**config.mk**
```make
export PLATFORM = sky130hd
export DESIGN_NAME = pseudocode_lexer
export DESIGN_NICKNAME = d
export VERILOG_FILES = /design/src/rtl/plx_pkg.sv /design/src/rtl/plx_scan.sv /design/src/rtl/plx_tok_fifo.sv /design/src/rtl/pseudocode_lexer.sv
export SDC_FILE = /design/constraint.sdc
export NUM_CORES = 1
export LEC_CHECK = 0
export BUFFER_PORTS_ARGS = -buffer_cell sky130_fd_sc_hd__buf_4
export CORE_MARGIN = 1
export CORE_UTILIZATION = 25
export DETAILED_ROUTE_END_ITERATION = 12
export PLACE_DENSITY = 0.41
export SYNTH_ARGS = -nofsm -noshare
export SYNTH_HDL_FRONTEND = slang
export SYNTH_SLANG_ARGS = --single-unit
```
**constraint.sdc**
```tcl
create_clock -name aclk -period 6.3 [get_ports aclk]
set_input_delay 0.315 -clock aclk [delete_from_list [all_inputs] [get_ports aclk]]
set_output_delay 0.315 -clock aclk [all_outputs]
set_load 0.03 [all_outputs]
```
**src/rtl/plx_pkg.sv**
```systemverilog
// ============================================================================
// plx_pkg - shared types, constants and helpers for the pseudocode lexer
// Token kinds, character codes, keyword table and saturating counter helpers.
// ============================================================================
package plx_pkg;

    // Field widths
    localparam int CNT_W  = 16;
    localparam int OFF_W  = 24;
    localparam int KIND_W = 6;
    localparam int NKW    = 13;

    // Output queue
    localparam int QDEPTH = 4;
    localparam int QPTR_W = $clog2(QDEPTH);
    localparam int QCNT_W = $clog2(QDEPTH + 1);

    localparam logic [CNT_W-1:0] CNT_MAX = {CNT_W{1'b1}};
    localparam logic [OFF_W-1:0] OFF_MAX = {OFF_W{1'b1}};

    // Token kinds
    localparam logic [KIND_W-1:0] KIND_EOF     = 6'd0;
    localparam logic [KIND_W-1:0] KIND_EOL     = 6'd1;
    localparam logic [KIND_W-1:0] KIND_IDENT   = 6'd2;
    localparam logic [KIND_W-1:0] KIND_INT     = 6'd3;
    localparam logic [KIND_W-1:0] KIND_REAL    = 6'd4;
    localparam logic [KIND_W-1:0] KIND_STRING  = 6'd5;
    localparam logic [KIND_W-1:0] KIND_PLUS    = 6'd6;
    localparam logic [KIND_W-1:0] KIND_MINUS   = 6'd7;
    localparam logic [KIND_W-1:0] KIND_ARROW   = 6'd8;
    localparam logic [KIND_W-1:0] KIND_STAR    = 6'd9;
    localparam logic [KIND_W-1:0] KIND_SLASH   = 6'd10;
    localparam logic [KIND_W-1:0] KIND_EQ      = 6'd11;
    localparam logic [KIND_W-1:0] KIND_LT      = 6'd12;
    localparam logic [KIND_W-1:0] KIND_LE      = 6'd13;
    localparam logic [KIND_W-1:0] KIND_GT      = 6'd14;
    localparam logic [KIND_W-1:0] KIND_GE      = 6'd15;
    localparam logic [KIND_W-1:0] KIND_LPAREN  = 6'd16;
    localparam logic [KIND_W-1:0] KIND_RPAREN  = 6'd17;
    localparam logic [KIND_W-1:0] KIND_COMMA   = 6'd18;
    localparam logic [KIND_W-1:0] KIND_COLON   = 6'd19;
    localparam logic [KIND_W-1:0] KIND_LBRACK  = 6'd20;
    localparam logic [KIND_W-1:0] KIND_RBRACK  = 6'd21;
    localparam logic [KIND_W-1:0] KIND_ERROR   = 6'd22;
    localparam logic [KIND_W-1:0] KIND_KW0     = 6'd23;

    // Character codes
    localparam logic [7:0] CH_NUL    = 8'h00;
    localparam logic [7:0] CH_TAB    = 8'h09;
    localparam logic [7:0] CH_LF     = 8'h0A;
    localparam logic [7:0] CH_CR     = 8'h0D;
    localparam logic [7:0] CH_SPACE  = 8'h20;
    localparam logic [7:0] CH_QUOTE  = 8'h22;
    localparam logic [7:0] CH_LPAREN = 8'h28;
    localparam logic [7:0] CH_RPAREN = 8'h29;
    localparam logic [7:0] CH_STAR   = 8'h2A;
    localparam logic [7:0] CH_PLUS   = 8'h2B;
    localparam logic [7:0] CH_COMMA  = 8'h2C;
    localparam logic [7:0] CH_MINUS  = 8'h2D;
    localparam logic [7:0] CH_DOT    = 8'h2E;
    localparam logic [7:0] CH_SLASH  = 8'h2F;
    localparam logic [7:0] CH_D0     = 8'h30;
    localparam logic [7:0] CH_D9     = 8'h39;
    localparam logic [7:0] CH_COLON  = 8'h3A;
    localparam logic [7:0] CH_LT     = 8'h3C;
    localparam logic [7:0] CH_EQ     = 8'h3D;
    localparam logic [7:0] CH_GT     = 8'h3E;
    localparam logic [7:0] CH_UA     = 8'h41;
    localparam logic [7:0] CH_UZ     = 8'h5A;
    localparam logic [7:0] CH_LBRACK = 8'h5B;
    localparam logic [7:0] CH_RBRACK = 8'h5D;
    localparam logic [7:0] CH_LA     = 8'h61;
    localparam logic [7:0] CH_LZ     = 8'h7A;

    // Keyword table, right-aligned text
    localparam logic [71:0] KW_TEXT [NKW] = '{
        "algoritmo", "escribir", "falso", "fin", "func", "hacer", "hasta",
        "inicio", "para", "proc", "var", "verdadero", "or"
    };
    localparam logic [3:0] KW_LEN [NKW] = '{
        4'd9, 4'd8, 4'd5, 4'd3, 4'd4, 4'd5, 4'd5, 4'd6, 4'd4, 4'd4, 4'd3, 4'd9, 4'd2
    };

    // Scanner modes
    typedef enum logic [7:0] {
        MODE_IDLE    = 8'b0000_0001,
        MODE_IDENT   = 8'b0000_0010,
        MODE_INT     = 8'b0000_0100,
        MODE_REAL    = 8'b0000_1000,
        MODE_STRING  = 8'b0001_0000,
        MODE_MINUS   = 8'b0010_0000,
        MODE_LESS    = 8'b0100_0000,
        MODE_GREATER = 8'b1000_0000
    } mode_t;

    typedef struct packed {
        logic [KIND_W-1:0] kind;
        logic [CNT_W-1:0]  line;
        logic [CNT_W-1:0]  col;
        logic [OFF_W-1:0]  offset;
        logic [CNT_W-1:0]  len;
        logic              last;
    } tok_t;

    // Tokens produced by one accepted byte
    typedef struct packed {
        logic [1:0] cnt;
        tok_t       tok0;
        tok_t       tok1;
    } step_out_t;

    function automatic logic [CNT_W-1:0] sat_cnt(input logic [CNT_W-1:0] v);
        sat_cnt = (v == CNT_MAX) ? v : v + 1'b1;
    endfunction

    function automatic logic [OFF_W-1:0] sat_off(input logic [OFF_W-1:0] v);
        sat_off = (v == OFF_MAX) ? v : v + 1'b1;
    endfunction

    // Character of keyword k at position pos (zero past its end)
    function automatic logic [7:0] kw_char(input int k, input logic [3:0] pos);
        int base;
        base = 8 * (int'(KW_LEN[k]) - 1 - int'(pos));
        kw_char = (pos < KW_LEN[k]) ? KW_TEXT[k][base +: 8] : 8'h00;
    endfunction

    // Drop keywords that no longer match the identifier prefix
    function automatic logic [NKW-1:0] filter_hits(input logic [NKW-1:0] hits,
                                                   input logic [CNT_W-1:0] len,
                                                   input logic [7:0] c);
        logic [NKW-1:0] res;
        for (int k = 0; k < NKW; k++) begin
            res[k] = hits[k] && (len < CNT_W'(KW_LEN[k])) && (kw_char(k, len[3:0]) == c);
        end
        filter_hits = res;
    endfunction

    // First keyword that matched fully, else identifier
    function automatic logic [KIND_W-1:0] ident_kind(input logic [NKW-1:0] hits,
                                                     input logic [CNT_W-1:0] len);
        logic [KIND_W-1:0] res;
        res = KIND_IDENT;
        for (int k = NKW - 1; k >= 0; k--) begin
            if (hits[k] && (len == CNT_W'(KW_LEN[k]))) begin
                res = KIND_KW0 + KIND_W'(k);
            end
        end
        ident_kind = res;
    endfunction

    function automatic tok_t make_tok(input logic [KIND_W-1:0] kind,
                                      input logic [CNT_W-1:0] line,
                                      input logic [CNT_W-1:0] col,
                                      input logic [OFF_W-1:0] offset,
                                      input logic [CNT_W-1:0] len);
        tok_t t;
        t.kind   = kind;
        t.line   = line;
        t.col    = col;
        t.offset = offset;
        t.len    = len;
        t.last   = 1'b0;
        make_tok = t;
    endfunction

endpackage

```
**src/rtl/plx_scan.sv**
```systemverilog
// ============================================================================
// plx_scan - lexer state registers and single-pass byte step
// Holds the open token and position counters; each accepted byte yields
// zero, one or two tokens in the same cycle.
// ============================================================================
module plx_scan (
    input  logic                aclk,
    input  logic                aresetn,
    input  logic                fire,
    input  logic [7:0]          char_byte,
    output plx_pkg::step_out_t  step
);

    plx_pkg::mode_t                  mode_reg, mode_next;
    logic                            eol_reg, eol_next;
    logic                            ended_reg, ended_next;
    logic [plx_pkg::CNT_W-1:0]       line_reg, line_next;
    logic [plx_pkg::CNT_W-1:0]       col_reg, col_next;
    logic [plx_pkg::OFF_W-1:0]       off_reg, off_next;
    logic [plx_pkg::CNT_W-1:0]       scol_reg, scol_next;
    logic [plx_pkg::OFF_W-1:0]       soff_reg, soff_next;
    logic [plx_pkg::CNT_W-1:0]       len_reg, len_next;
    logic [plx_pkg::NKW-1:0]         hits_reg, hits_next;

    // State update
    always_ff @(posedge aclk) begin
        if (!aresetn) begin
            mode_reg  <= plx_pkg::MODE_IDLE;
            eol_reg   <= 1'b0;
            ended_reg <= 1'b0;
            line_reg  <= plx_pkg::CNT_W'(1);
            col_reg   <= plx_pkg::CNT_W'(1);
            off_reg   <= '0;
            scol_reg  <= plx_pkg::CNT_W'(1);
            soff_reg  <= '0;
            len_reg   <= '0;
            hits_reg  <= '0;
        end else begin
            mode_reg  <= mode_next;
            eol_reg   <= eol_next;
            ended_reg <= ended_next;
            line_reg  <= line_next;
            col_reg   <= col_next;
            off_reg   <= off_next;
            scol_reg  <= scol_next;
            soff_reg  <= soff_next;
            len_reg   <= len_next;
            hits_reg  <= hits_next;
        end
    end

    // Process one byte
    always_comb begin
        logic                           fresh;
        logic                           fr_emit;
        logic [plx_pkg::KIND_W-1:0]     fr_kind;
        logic                           single_op;
        logic                           open_tok;
        plx_pkg::mode_t                 open_mode;
        logic [7:0]                     second;
        logic [plx_pkg::KIND_W-1:0]     single;
        logic                           is_alpha;
        logic                           is_digit;
        plx_pkg::tok_t                  t0;
        plx_pkg::tok_t                  t1;
        plx_pkg::tok_t                  fr_tok;
        logic [1:0]                     n;

        mode_next  = mode_reg;
        eol_next   = eol_reg;
        ended_next = ended_reg;
        line_next  = line_reg;
        col_next   = col_reg;
        off_next   = off_reg;
        scol_next  = scol_reg;
        soff_next  = soff_reg;
        len_next   = len_reg;
        hits_next  = hits_reg;

        fresh     = 1'b1;
        fr_emit   = 1'b0;
        fr_kind   = plx_pkg::KIND_ERROR;
        single_op = 1'b0;
        open_tok  = 1'b0;
        open_mode = plx_pkg::MODE_IDLE;
        second    = plx_pkg::CH_EQ;
        single    = plx_pkg::KIND_LT;
        t0        = '0;
        t1        = '0;
        fr_tok    = '0;
        n         = 2'd0;

        is_alpha = (char_byte inside {[plx_pkg::CH_LA:plx_pkg::CH_LZ],
                                      [plx_pkg::CH_UA:plx_pkg::CH_UZ]});
        is_digit = (char_byte inside {[plx_pkg::CH_D0:plx_pkg::CH_D9]});

        if (fire) begin
            if (ended_reg) begin
                // After end of text: repeat EOF in place
                t0 = plx_pkg::make_tok(plx_pkg::KIND_EOF, line_reg, col_reg, off_reg,
                                       plx_pkg::CNT_W'(1));
                n  = 2'd1;
            end else begin
                // Continue or close the open token
                case (mode_reg)
                    plx_pkg::MODE_IDENT: begin
                        if (is_alpha || is_digit) begin
                            hits_next = plx_pkg::filter_hits(hits_reg, len_reg, char_byte);
                            len_next  = plx_pkg::sat_cnt(len_reg);
                            col_next  = plx_pkg::sat_cnt(col_reg);
                            off_next  = plx_pkg::sat_off(off_reg);
                            fresh     = 1'b0;
                        end else begin
                            t0 = plx_pkg::make_tok(plx_pkg::ident_kind(hits_reg, len_reg),
                                                   line_reg, scol_reg, soff_reg, len_reg);
                            n  = 2'd1;
                        end
                    end
                    plx_pkg::MODE_INT: begin
                        if (is_digit || char_byte == plx_pkg::CH_DOT) begin
                            if (char_byte == plx_pkg::CH_DOT) begin
                                mode_next = plx_pkg::MODE_REAL;
                            end
                            len_next = plx_pkg::sat_cnt(len_reg);
                            col_next = plx_pkg::sat_cnt(col_reg);
                            off_next = plx_pkg::sat_off(off_reg);
                            fresh    = 1'b0;
                        end else begin
                            t0 = plx_pkg::make_tok(plx_pkg::KIND_INT, line_reg, scol_reg,
                                                   soff_reg, len_reg);
                            n  = 2'd1;
                        end
                    end
                    plx_pkg::MODE_REAL: begin
                        if (is_digit) begin
                            len_next = plx_pkg::sat_cnt(len_reg);
                            col_next = plx_pkg::sat_cnt(col_reg);
                            off_next = plx_pkg::sat_off(off_reg);
                            fresh    = 1'b0;
                        end else begin
                            t0 = plx_pkg::make_tok(plx_pkg::KIND_REAL, line_reg, scol_reg,
                                                   soff_reg, len_reg);
                            n  = 2'd1;
                        end
                    end
                    plx_pkg::MODE_STRING: begin
                        if (char_byte == plx_pkg::CH_QUOTE) begin
                            t0 = plx_pkg::make_tok(plx_pkg::KIND_STRING, line_reg, scol_reg,
                                                   soff_reg, len_reg);
                            n        = 2'd1;
                            col_next = plx_pkg::sat_cnt(col_reg);
                            off_next = plx_pkg::sat_off(off_reg);
                            fresh    = 1'b0;
                        end else if (char_byte == plx_pkg::CH_NUL) begin
                            // Cut-off string: emit it, EOF follows
                            t0 = plx_pkg::make_tok(plx_pkg::KIND_STRING, line_reg, scol_reg,
                                                   soff_reg, len_reg);
                            n  = 2'd1;
                        end else begin
                            len_next = plx_pkg::sat_cnt(len_reg);
                            col_next = plx_pkg::sat_cnt(col_reg);
                            off_next = plx_pkg::sat_off(off_reg);
                            fresh    = 1'b0;
                        end
                    end
                    plx_pkg::MODE_MINUS, plx_pkg::MODE_LESS, plx_pkg::MODE_GREATER: begin
                        if (mode_reg == plx_pkg::MODE_MINUS) begin
                            second = plx_pkg::CH_GT;
                            single = plx_pkg::KIND_MINUS;
                        end else if (mode_reg == plx_pkg::MODE_LESS) begin
                            second = plx_pkg::CH_EQ;
                            single = plx_pkg::KIND_LT;
                        end else begin
                            second = plx_pkg::CH_EQ;
                            single = plx_pkg::KIND_GT;
                        end
                        if (char_byte == second) begin
                            t0 = plx_pkg::make_tok(single + 1'b1, line_reg, scol_reg,
                                                   soff_reg, plx_pkg::CNT_W'(2));
                            n        = 2'd1;
                            col_next = plx_pkg::sat_cnt(col_reg);
                            off_next = plx_pkg::sat_off(off_reg);
                            fresh    = 1'b0;
                        end else begin
                            t0 = plx_pkg::make_tok(single, line_reg, scol_reg, soff_reg,
                                                   plx_pkg::CNT_W'(1));
                            n  = 2'd1;
                        end
                    end
                    default: ;
                endcase

                // Any token from a held mode arms EOL
                if (n != 2'd0) begin
                    eol_next = 1'b1;
                end

                if (fresh) begin
                    // Handle the byte as a new one
                    mode_next = plx_pkg::MODE_IDLE;
                    case (char_byte)
                        plx_pkg::CH_SPACE, plx_pkg::CH_TAB, plx_pkg::CH_CR: begin
                            col_next = plx_pkg::sat_cnt(col_reg);
                            off_next = plx_pkg::sat_off(off_reg);
                        end
                        plx_pkg::CH_LF: begin
                            if (eol_next) begin
                                fr_emit  = 1'b1;
                                fr_kind  = plx_pkg::KIND_EOL;
                                eol_next = 1'b0;
                            end
                            line_next = plx_pkg::sat_cnt(line_reg);
                            col_next  = plx_pkg::CNT_W'(1);
                            off_next  = plx_pkg::sat_off(off_reg);
                        end
                        plx_pkg::CH_QUOTE: begin
                            mode_next = plx_pkg::MODE_STRING;
                            scol_next = col_reg;
                            col_next  = plx_pkg::sat_cnt(col_reg);
                            off_next  = plx_pkg::sat_off(off_reg);
                            soff_next = plx_pkg::sat_off(off_reg);
                            len_next  = '0;
                        end
                        plx_pkg::CH_MINUS: begin
                            open_tok  = 1'b1;
                            open_mode = plx_pkg::MODE_MINUS;
                        end
                        plx_pkg::CH_LT: begin
                            open_tok  = 1'b1;
                            open_mode = plx_pkg::MODE_LESS;
                        end
                        plx_pkg::CH_GT: begin
                            open_tok  = 1'b1;
                            open_mode = plx_pkg::MODE_GREATER;
                        end
                        plx_pkg::CH_PLUS: begin
                            single_op = 1'b1;
                            fr_kind   = plx_pkg::KIND_PLUS;
                        end
                        plx_pkg::CH_STAR: begin
                            single_op = 1'b1;
                            fr_kind   = plx_pkg::KIND_STAR;
                        end
                        plx_pkg::CH_SLASH: begin
                            single_op = 1'b1;
                            fr_kind   = plx_pkg::KIND_SLASH;
                        end
                        plx_pkg::CH_EQ: begin
                            single_op = 1'b1;
                            fr_kind   = plx_pkg::KIND_EQ;
                        end
                        plx_pkg::CH_LPAREN: begin
                            single_op = 1'b1;
                            fr_kind   = plx_pkg::KIND_LPAREN;
                        end
                        plx_pkg::CH_RPAREN: begin
                            single_op = 1'b1;
                            fr_kind   = plx_pkg::KIND_RPAREN;
                        end
                        plx_pkg::CH_COMMA: begin
                            single_op = 1'b1;
                            fr_kind   = plx_pkg::KIND_COMMA;
                        end
                        plx_pkg::CH_COLON: begin
                            single_op = 1'b1;
                            fr_kind   = plx_pkg::KIND_COLON;
                        end
                        plx_pkg::CH_LBRACK: begin
                            single_op = 1'b1;
                            fr_kind   = plx_pkg::KIND_LBRACK;
                        end
                        plx_pkg::CH_RBRACK: begin
                            single_op = 1'b1;
                            fr_kind   = plx_pkg::KIND_RBRACK;
                        end
                        plx_pkg::CH_NUL: begin
                            fr_emit    = 1'b1;
                            fr_kind    = plx_pkg::KIND_EOF;
                            ended_next = 1'b1;
                        end
                        default: begin
                            if (is_alpha) begin
                                hits_next = plx_pkg::filter_hits({plx_pkg::NKW{1'b1}}, '0,
                                                                 char_byte);
                                open_tok  = 1'b1;
                                open_mode = plx_pkg::MODE_IDENT;
                            end else if (is_digit) begin
                                open_tok  = 1'b1;
                                open_mode = plx_pkg::MODE_INT;
                            end else begin
                                single_op = 1'b1;
                                fr_kind   = plx_pkg::KIND_ERROR;
                            end
                        end
                    endcase

                    // Open a held token at the current position
                    if (open_tok) begin
                        mode_next = open_mode;
                        scol_next = col_reg;
                        soff_next = off_reg;
                        len_next  = plx_pkg::CNT_W'(1);
                        col_next  = plx_pkg::sat_cnt(col_reg);
                        off_next  = plx_pkg::sat_off(off_reg);
                    end

                    // Emit a one-byte token and advance
                    if (single_op) begin
                        fr_emit  = 1'b1;
                        col_next = plx_pkg::sat_cnt(col_reg);
                        off_next = plx_pkg::sat_off(off_reg);
                    end

                    if (fr_emit) begin
                        fr_tok = plx_pkg::make_tok(fr_kind, line_reg, col_reg, off_reg,
                                                   plx_pkg::CNT_W'(1));
                        if (fr_kind != plx_pkg::KIND_EOF && fr_kind != plx_pkg::KIND_EOL) begin
                            eol_next = 1'b1;
                        end
                        if (n == 2'd0) begin
                            t0 = fr_tok;
                        end else begin
                            t1 = fr_tok;
                        end
                        n = n + 2'd1;
                    end
                end else if (n != 2'd0) begin
                    mode_next = plx_pkg::MODE_IDLE;
                end
            end
        end

        // Mark the final token of this byte
        if (n == 2'd1) begin
            t0.last = 1'b1;
        end
        if (n == 2'd2) begin
            t1.last = 1'b1;
        end

        step.cnt  = n;
        step.tok0 = t0;
        step.tok1 = t1;
    end

endmodule

```
**src/rtl/plx_tok_fifo.sv**
```systemverilog
// ============================================================================
// plx_tok_fifo - token result queue
// Takes up to two tokens per cycle from the scanner and hands out one token
// per output transfer.
// ============================================================================
module plx_tok_fifo (
    input  logic                aclk,
    input  logic                aresetn,
    input  plx_pkg::step_out_t  step,
    output logic                room,
    output logic                out_valid,
    input  logic                out_ready,
    output plx_pkg::tok_t       out_tok
);

    plx_pkg::tok_t                 mem_reg [plx_pkg::QDEPTH];
    logic [plx_pkg::QPTR_W-1:0]    wr_ptr_reg, wr_ptr_next;
    logic [plx_pkg::QPTR_W-1:0]    rd_ptr_reg, rd_ptr_next;
    logic [plx_pkg::QCNT_W-1:0]    count_reg, count_next;
    logic                          pop;
    logic [plx_pkg::QPTR_W-1:0]    wr_ptr_inc;

    assign pop        = out_valid && out_ready;
    assign wr_ptr_inc = wr_ptr_reg + 1'b1;

    // Pointer and fill updates
    always_comb begin
        wr_ptr_next = wr_ptr_reg + plx_pkg::QPTR_W'(step.cnt);
        rd_ptr_next = pop ? rd_ptr_reg + 1'b1 : rd_ptr_reg;
        count_next  = count_reg + plx_pkg::QCNT_W'(step.cnt) - plx_pkg::QCNT_W'(pop);
    end

    always_ff @(posedge aclk) begin
        if (!aresetn) begin
            wr_ptr_reg <= '0;
            rd_ptr_reg <= '0;
            count_reg  <= '0;
        end else begin
            wr_ptr_reg <= wr_ptr_next;
            rd_ptr_reg <= rd_ptr_next;
            count_reg  <= count_next;
        end
    end

    // Store incoming tokens
    always_ff @(posedge aclk) begin
        if (step.cnt != 2'd0) begin
            mem_reg[wr_ptr_reg] <= step.tok0;
        end
        if (step.cnt == 2'd2) begin
            mem_reg[wr_ptr_inc] <= step.tok1;
        end
    end

    // Accept a byte only with room for two tokens
    assign room      = (count_reg <= plx_pkg::QCNT_W'(plx_pkg::QDEPTH - 2));
    assign out_valid = (count_reg != '0);
    assign out_tok   = mem_reg[rd_ptr_reg];

endmodule

```
**src/rtl/pseudocode_lexer.sv**
```systemverilog
// ============================================================================
// pseudocode_lexer - streaming tokenizer for a small pseudocode language
// Takes one source byte per transfer and produces tokens with position info.
// ============================================================================
//
//  Channel  Direction  Handshake            Payload
//  s_       in         s_valid / s_ready    s_char_byte
//  m_       out        m_valid / m_ready    m_tok_kind, m_tok_line, m_tok_col,
//                                           m_tok_offset, m_tok_len, m_last_of_run
//
//  One byte is accepted per cycle while s_ready is high; its tokens (zero, one
//  or two) are written into a four-entry token queue at the end of that cycle,
//  and the first of them is visible on m_ the next cycle if the queue was empty.
//  s_ready is high while the queue has room for two tokens, so bytes that yield
//  two tokens back to back, or a stalled m_ side, throttle input.
//  aresetn is synchronous and active low and clears lexer state and queue.
//
module pseudocode_lexer (
    input  logic                         aclk,
    input  logic                         aresetn,
    input  logic                         s_valid,
    output logic                         s_ready,
    input  logic [7:0]                   s_char_byte,
    output logic                         m_valid,
    input  logic                         m_ready,
    output logic [plx_pkg::KIND_W-1:0]   m_tok_kind,
    output logic [plx_pkg::CNT_W-1:0]    m_tok_line,
    output logic [plx_pkg::CNT_W-1:0]    m_tok_col,
    output logic [plx_pkg::OFF_W-1:0]    m_tok_offset,
    output logic [plx_pkg::CNT_W-1:0]    m_tok_len,
    output logic                         m_last_of_run
);

    plx_pkg::step_out_t  step;
    plx_pkg::tok_t       tok;
    logic                fire;

    assign fire = s_valid && s_ready;

    // Lexer state and byte step
    plx_scan u_scan (
        .aclk      (aclk),
        .aresetn   (aresetn),
        .fire      (fire),
        .char_byte (s_char_byte),
        .step      (step)
    );

    // Token queue toward the m_ side
    plx_tok_fifo u_fifo (
        .aclk      (aclk),
        .aresetn   (aresetn),
        .step      (step),
        .room      (s_ready),
        .out_valid (m_valid),
        .out_ready (m_ready),
        .out_tok   (tok)
    );

    assign m_tok_kind    = tok.kind;
    assign m_tok_line    = tok.line;
    assign m_tok_col     = tok.col;
    assign m_tok_offset  = tok.offset;
    assign m_tok_len     = tok.len;
    assign m_last_of_run = tok.last;

endmodule
```
# Word-level counts from Yosys, hierarchy flattened
# Memory sizes are Yosys's and may differ from the RTL's. A register that Yosys moved wholly into a read port is not among the register bits.
# Index checks and enable logic that the tools add are counted.
# classes
n_reduce_logical	70
n_addsub	18
bitwise	2
order_cmp	21
mux	165
shift	13
eq_ne	62
# ops
cell	count
$mux 79	13
$shiftx 72x32->8 const A	13
$pmux 79 s5	1
$mux 16	21
$mux 24	13
$mux 8	23
$mux 76	2
$eq 8x6->1 const B	15
$mux 6	20
$pmux 24 s5	1
$eq 8x8->1	14
$pmux 16 s5	1
$mux 75	1
$pmux 6 s12	1
$mux 13	5
$eq 7x8->1 const A	8
$pmux 16 s4	1
$add 16x1->16 const B	3
$eq 16x16->1 const B	3
$eq 16x3->1 const B	3
$lt 16x3->1 const B	3
$logic_and 1x1->1	45
$mux 1	41
$eq 16x2->1 const B	2
other kinds (56)	98
# totals
ram_bits	316
n_memories	1
register_bits	142
# mem_list
name	words	width	rd	rd_clocked_by_memory_dff	wr	line	text
u_fifo.mem_reg	4	79	1	1	2	plx_tok_fifo.sv:16	plx_pkg::tok_t mem_reg [plx_pkg::QDEPTH];

# Logic depth before layout (Yosys ltp)
# Gate-level depths: netlist of the first run.
# depth
word_depth	25
ltp_mapped	22
ltp_nobuf	19

# Hierarchy
# Synthesis of the first run repeated with hierarchy kept, for this count alone.
# unflattened
cells_unflattened	2458
hier_area_um2	27314.9
# modules_own_cells
module	seq_area_each_um2	area_each_um2	cells_each	n_inst
plx_tok_fifo	9669.3	15628.7	813	1
plx_scan	2702.6	11680.0	1644	1
pseudocode_lexer	0.0	6.3	1	1

# Least setup slack after synthesis of the first run
# OpenSTA, ideal clock, no wires.
# synth_path
kind	input to register
startpoint	input port s_char_byte[6]
endpoint	memory u_fifo.mem_reg[0][0] (netlist name), enable pin
path_slack_ns	1.188
arrival_ns	4.426
required_ns	5.614
stages	15
setup_ns	0.686
path_cell_list	buf_2 nand4bb_1 buf_4 o2111ai_2 a21boi_1 and4_4 inv_4 nor3_1 o22ai_1 ha_1 a2111oi_4 or3_1 buf_2 buf_2 nand2_1
# synth_rtl
element	line	text
start: declaration	pseudocode_lexer.sv:23	input logic [7:0] s_char_byte,
end: declaration	plx_tok_fifo.sv:16	

==> run summary, run 1 <==
top cell type's share of synthesized area: 29.7%
largest net degree at the start of global routing: 64
CTS tree: done
most frequent cells in the layout: 252 x edfxtp_1, 239 x nand2_1, 206 x dfxtp_1, 173 x o21ai_0, 168 x nor2_1
grt ovf: 0
Clock Tree Root: clkbuf_16
max reg flops: 316
clk_lat worst skew: 0.61 ns
Final #Nets: 2564
post-layout util: 29.0%
Remaining DRCs: 0
setup TNS: 0 ns
Post-CTS Setup Repair Bufs: 0
final period utilization: 84.3%
I/O pin count: 93
buffers added on ports: 92
syn nets: 2598
clk_skew: 0.0210 ns
Worst slew margin: 21.4%
die area: 103000 um2
Synth-to-Final Area Change: 14.5%
Setup violations, final: 0
share of synthesized registers carrying an async set or reset: 0%
Setup WS pre-CTS: 0.728 ns
CP endpoint kind: flip-flop
core area: 100000 um2
Die Y: 321 um
CTS max path bufs: 3
Placed Area: 27400 um2
synth unique cells: 103
number of global-route vias before repair: 21108
fmax: 188 MHz
clock-pin slew on the worst setup and hold paths: 0.06 ns
Worst-Margin Slew: 1.18 ns
Main synth FF type: edfxtp_1
via count: 21099
chip width: 321 um
final max-slew violation count: 0
RSZ-0062 raised after global routing: no
number of flops mapped to enable cells by yosys: 252
cell taking the most area after synthesis: edfxtp_1
total CTS buffers: 51
CP Launch Type: flip-flop
# diodes: 0
commonest non-fill, non-tap cell in the layout: edfxtp_1
Worst Slack Setup Final: 0.987 ns
hold buffers post-CTS: 0
initial DRC count: 2188
Setup Crit Path Kind: reg -> reg
Hold Crit Class: in -> reg
P_leak: 8.90 nW
clk sinks: 460
Fin. Hold Viols: 0
pwr/cell area: 309 nW/um2
post-route minimum period: 5.31 ns
Critical Path AT: 5.75 ns
Tot GR Track Use: 17.4%
HPWL after detailed placement: 59600 um
first-pass GRT wire length: 138000 um
crit path max fanout: 40
share of cells above drive strength 1: 14.5%
fin area: 29100 um2
outcome: finished, final reports clean
post-route ant nets: 0
Synthesis Warnings: 0
Placer Congestion: 0.864
# rows: 116
FF+latch count, synth: 460
maxcap violations: 0
drt wl/cell: 23.3 um
Vias/cell: 5.38
Syn Std Cell Area: 25400 um2
DRT Pass-1 Iters: 6
Resized Gates After CTS: 0
Initial Util: 25.3%
Mapped Cells: 2559
Avg Cell Area, Syn: 9.94 um2
H-tree depth: 2
peak supply drop: 0.174 mV
Required @ worst endpoint: 6.74 ns
sequential area share after synthesis: 46.1%
drt total wl: 91400 um
initial antenna violation count: 1
top post-synthesis cells by area: edfxtp_1 30%, dfxtp_1 16%, mux4_2 7.0%
[final cells by class]
type	count	area, um2
clock buffer	65	1360
clock inverter	30	340
fill	10551	71300
inverter	34	131
multi-input combinational	1828	12700
sequential	460	11700
tap	1357	1700
timing repair buffer	150	1200
[cells in the mapped netlist, types with 38 or more instances]
| cell type | count |
|---|---|
| buf_2 | 56 |
| edfxtp_1 | 252 |
| a21oi_1 | 115 |
| a31oi_1 | 38 |
| nor3_1 | 52 |
| o21ai_0 | 173 |
| nand2_1 | 243 |
| mux4_2 | 79 |
| nand4_1 | 38 |
| o2bb2ai_1 | 165 |
| nor2_1 | 169 |
| clkbuf_1 | 144 |
| nand3_1 | 158 |
| xor2_1 | 38 |
| xnor2_1 | 40 |
| dfxtp_1 | 208 |
| nor2b_1 | 80 |
[final timing paths]
path,cells past startpoint,slack (ns),start,to
setup / recovery,14,0.99,u_scan.mode_reg[2],u_fifo.mem_reg[2][24]
hold / removal,4,0.21,s_char_byte[7],u_scan.hits_reg[8]
setup reg to reg,14,0.99,u_scan.mode_reg[2],u_fifo.mem_reg[2][24]
hold reg to reg,2,0.45,u_scan.scol_reg[8],u_scan.scol_reg[8]
[worst max-delay path, stage by stage (launching register included)]
cell and delay, ns:
dfxtp_1 0.38, or4b_2 0.73, nor2_2 0.23, nand3_1 0.43, and4_4 0.35, inv_4 0.11
nor3_1 0.06, o22ai_1 0.16, ha_1 0.31, nor2b_1 0.43, o2111ai_2 0.62, or2_1 0.49
o21ai_4 0.07, buf_4 0.53, o2bb2ai_1 0.19
[routing by layer]
layer	up-vias	GRT usage (%)	routed length, um
li1	9680	-	-
met1	10635	24.0	41700
met2	680	28.8	43200
met3	102	2.24	4730
met4	2	4.14	1750
met5	-	0	17
[per-stage QoR]
stage | std cells | power (W) | hold WS, ns
floorplan | 2559 | 0.00506 | 0.432
global placement | 3829 | 0.00598 | 0.443
detailed placement | 3829 | 0.00599 | 0.447
CTS | 3924 | 0.00913 | 0.171
global route | 3924 | 0.00936 | 0.227
finish | 3924 | 0.00899 | 0.211
[kinds of logic (layout without fill, tap and decap cells)]
kind of cell,after synthesis,after routing,share of synthesized area (%)
fa+ha+maj,27,27,1.36
flops,460,460,46.1
mux,93,93,7.56
buf+inv,271,279,4.61
simple gates,912,912,17.9
compound gates,718,718,19.8
xor+xnor,78,78,2.68
[power by group]
group          switching (W)  internal (W)
Combinational        0.00152      0.000833
Sequential          0.000180       0.00336
Clock                0.00129       0.00182
Power figures use the tool's default switching activity.
==> inputs of run 2 (changes only) <==
ABC_AREA = 1   (was unset)
PLACE_DENSITY = 0.42   (was 0.41)
clock period = 4.79 ns   (was 6.3 ns; I/O delays follow)
==> run summary, run 2 <==
# diodes: 0
share of cells above drive strength 1: 9.19%
synth cell count leaders: 1092 x nand2_1, 425 x o21ai_0, 411 x nor2_1
total CTS buffers: 55
H-tree depth: 2
setup slack, reg-to-reg: 0.83 ns
P_leak: 12.4 nW
Initial Util: 25.4%
most frequent cells in the layout: 1087 x nand2_1, 425 x o21ai_0, 409 x nor2_1, 252 x edfxtp_1, 226 x inv_1
synth unique cells: 64
post-synthesis adder-cell area fraction: 1.24%
Resized Gates After CTS: 0
final period utilization: 82.6%
post-synthesis simple-gate area fraction: 29.8%
Critical Path AT: 4.52 ns
Synth Area in Compound Gates: 17.5%
buffers added on ports: 92
clk sinks: 460
pwr/cell area: 431 nW/um2
GRT met3 Usage: 2.11%
met1 GRT Util: 27.4%
CTS tree: done
post-layout util: 29.0%
Synth-to-Final Area Change: 14.4%
Post-CTS Setup Repair Bufs: 0
worst-path cell chain: nor2_1, nand2_1, nor4_4, nand4_2, nand2_2, buf_4, inv_2, nand3_2, nand2_2, buf_4, nor3_2, nand2_1, nand2_1
Syn Std Cell Area: 27800 um2
max reg flops: 316
initial DRC count: 2114
grt ovf: 0
die area: 112000 um2
GRT met2 Usage: 33.0%
FF-to-FF Start: u_scan.mode_reg[4]
number of flops mapped to enable cells by yosys: 252
Required @ worst endpoint: 5.35 ns
Buf+Inv Stages, Crit Path: 3
drt total wl: 113000 um
post-route minimum period: 3.96 ns
top cell type's share of synthesized area: 27.3%
final max-slew violation count: 0
fmax: 253 MHz
clk_lat worst skew: 0.63 ns
crit path max fanout: 24
HPWL after detailed placement: 72300 um
outcome: finished, final reports clean
Vias/cell: 4.99
number of global-route vias before repair: 25704
Hold Crit Class: in -> reg
Worst-Margin Slew: 1.02 ns
Top delay family on crit path: simple AND/OR/NAND/NOR gates
slowest stage delay, CP: 0.46 ns
Remaining DRCs: 0
most frequent cell after synthesis: nand2_1
Setup Crit Path Kind: reg -> reg
peak supply drop: 0.247 mV
clk_skew: 0.0244 ns
I/O pin count: 93
largest net degree at the start of global routing: 82
clock-pin slew on the worst setup and hold paths: 0.06 ns
CP max stage cell: nand2_2
hold buffers post-CTS: 0
first-pass GRT wire length: 169000 um
top post-synthesis cells by area: edfxtp_1 27%, dfxtp_1 15%, nand2_1 15%
Reg-to-Reg End: u_fifo.mem_reg[3][5]
largest family of logic cells by synthesized area: simple AND/OR/NAND/NOR gates
post-synthesis xor/xnor area fraction: 1.61%
Main synth FF type: edfxtp_1
initial antenna violation count: 2
RSZ-0062 raised after global routing: no
WHS Path Cells: 3
Avg Cell Area, Syn: 7.18 um2
Die Y: 335 um
CP endpoint kind: flip-flop
FF+latch count, synth: 460
multiplexer area fraction after synthesis: 0%
drt wl/cell: 21.1 um
commonest non-fill, non-tap cell in the layout: nand2_1
DRT Pass-1 Iters: 7
hold worst-path end: u_scan.hits_reg[12]
share of synthesized registers carrying an async set or reset: 0%
CP Launch Type: flip-flop
reg2reg path depth: 13
Clock Tree Root: clkbuf_16
post-route ant nets: 0
HP Start: s_char_byte[2]
Placer Congestion: 0.907
Fin. Hold Viols: 0
core area: 109000 um2
cell taking the most area after synthesis: edfxtp_1
# rows: 121
Mapped Cells: 3865
GRT busiest layer: met2
Final #Nets: 3889
Worst slew margin: 32.1%
setup TNS: 0 ns
sequential area share after synthesis: 42.3%
cell mode on critical path: nand2_1
Synthesis Warnings: 0
via count: 26778
CTS max path bufs: 3
Setup violations, final: 0
chip width: 335 um
syn nets: 3904
Tot GR Track Use: 19.8%
maxcap violations: 0
[run 2: cell types whose count changed after synthesis, sizes merged, moves of 79 or more]
| cell | before | now |
|---|---|---|
| nor2 | 175 | 430 |
| o2bb2ai | 165 | 1 |
| mux4 | 79 | 0 |
| o21ai | 187 | 514 |
| nand2 | 243 | 1112 |
| a21oi | 115 | 204 |
| nor2b | 80 | 1 |
| inv | 33 | 257 |
[run 2: worst max-delay path by stage]
| stage | to | cells after the start | from |
|---|---|---|---|
| 3_3_place_gp | u_fifo.mem_reg[3][16] | 17 | s_char_byte[6] |
| 5_1_grt | u_fifo.mem_reg[2][5] | 13 | u_scan.mode_reg[4] |
| 4_1_cts | u_fifo.mem_reg[3][5] | 13 | u_scan.mode_reg[4] |
| 3_5_place_dp | u_fifo.mem_reg[3][16] | 17 | s_char_byte[6] |
| 2_1_floorplan | u_fifo.mem_reg[3][0] | 22 | s_char_byte[6] |
| 6_report | u_fifo.mem_reg[3][5] | 13 | u_scan.mode_reg[4] |
[run 2: cell families after synthesis]
family / Yosys count
simple gates: 1925
flops: 460
compound gates: 903
buf+inv: 499
xor+xnor: 51
fa+ha+maj: 27
[run 2: per-stage QoR]
step | power, W | instance area [um2] | cells | hold slack (ns) | setup WS, ns
after global placement | 0.00932 | 29900 | 5269 | 0.448 | 0.795
final | 0.0137 | 31800 | 5370 | 0.0660 | 0.835
after CTS | 0.0138 | 31800 | 5370 | 0.0344 | 0.901
after floorplan | 0.00746 | 27800 | 3865 | 0.436 | 0.285
after global routing | 0.0143 | 31800 | 5370 | 0.0574 | 0.608
after detailed placement | 0.00931 | 29900 | 5269 | 0.454 | 0.825
[run 2: layer usage]
layer / vias up / part of all wire, %
met5: - / 0
met4: 0 / 1.7
met3: 117 / 5.1
met1: 12942 / 47
met2: 706 / 47
li1: 13013 / -
[run 2: cell type report]
cell class	count	area (um2)
multi-input cells	2906	14000
flip-flops and latches	460	11700
fillers	12007	77700
repair buffers	160	1280
clock buffers	74	1520
well taps	1476	1850
clock inverters	27	370
inverters	267	1010
[run 2: report_power, final]
| part | switching [W] | internal [W] | total, W |
|---|---|---|---|
| combinational | 0.00331 | 0.00118 | 0.00449 |
| clock | 0.00179 | 0.00270 | 0.00449 |
| sequential | 0.000218 | 0.00448 | 0.00470 |
[run 2: tightest hold or removal path: stages]
cell	delay, ns
buf_4	0.19
nand3_1	0.12
a31oi_1	0.08
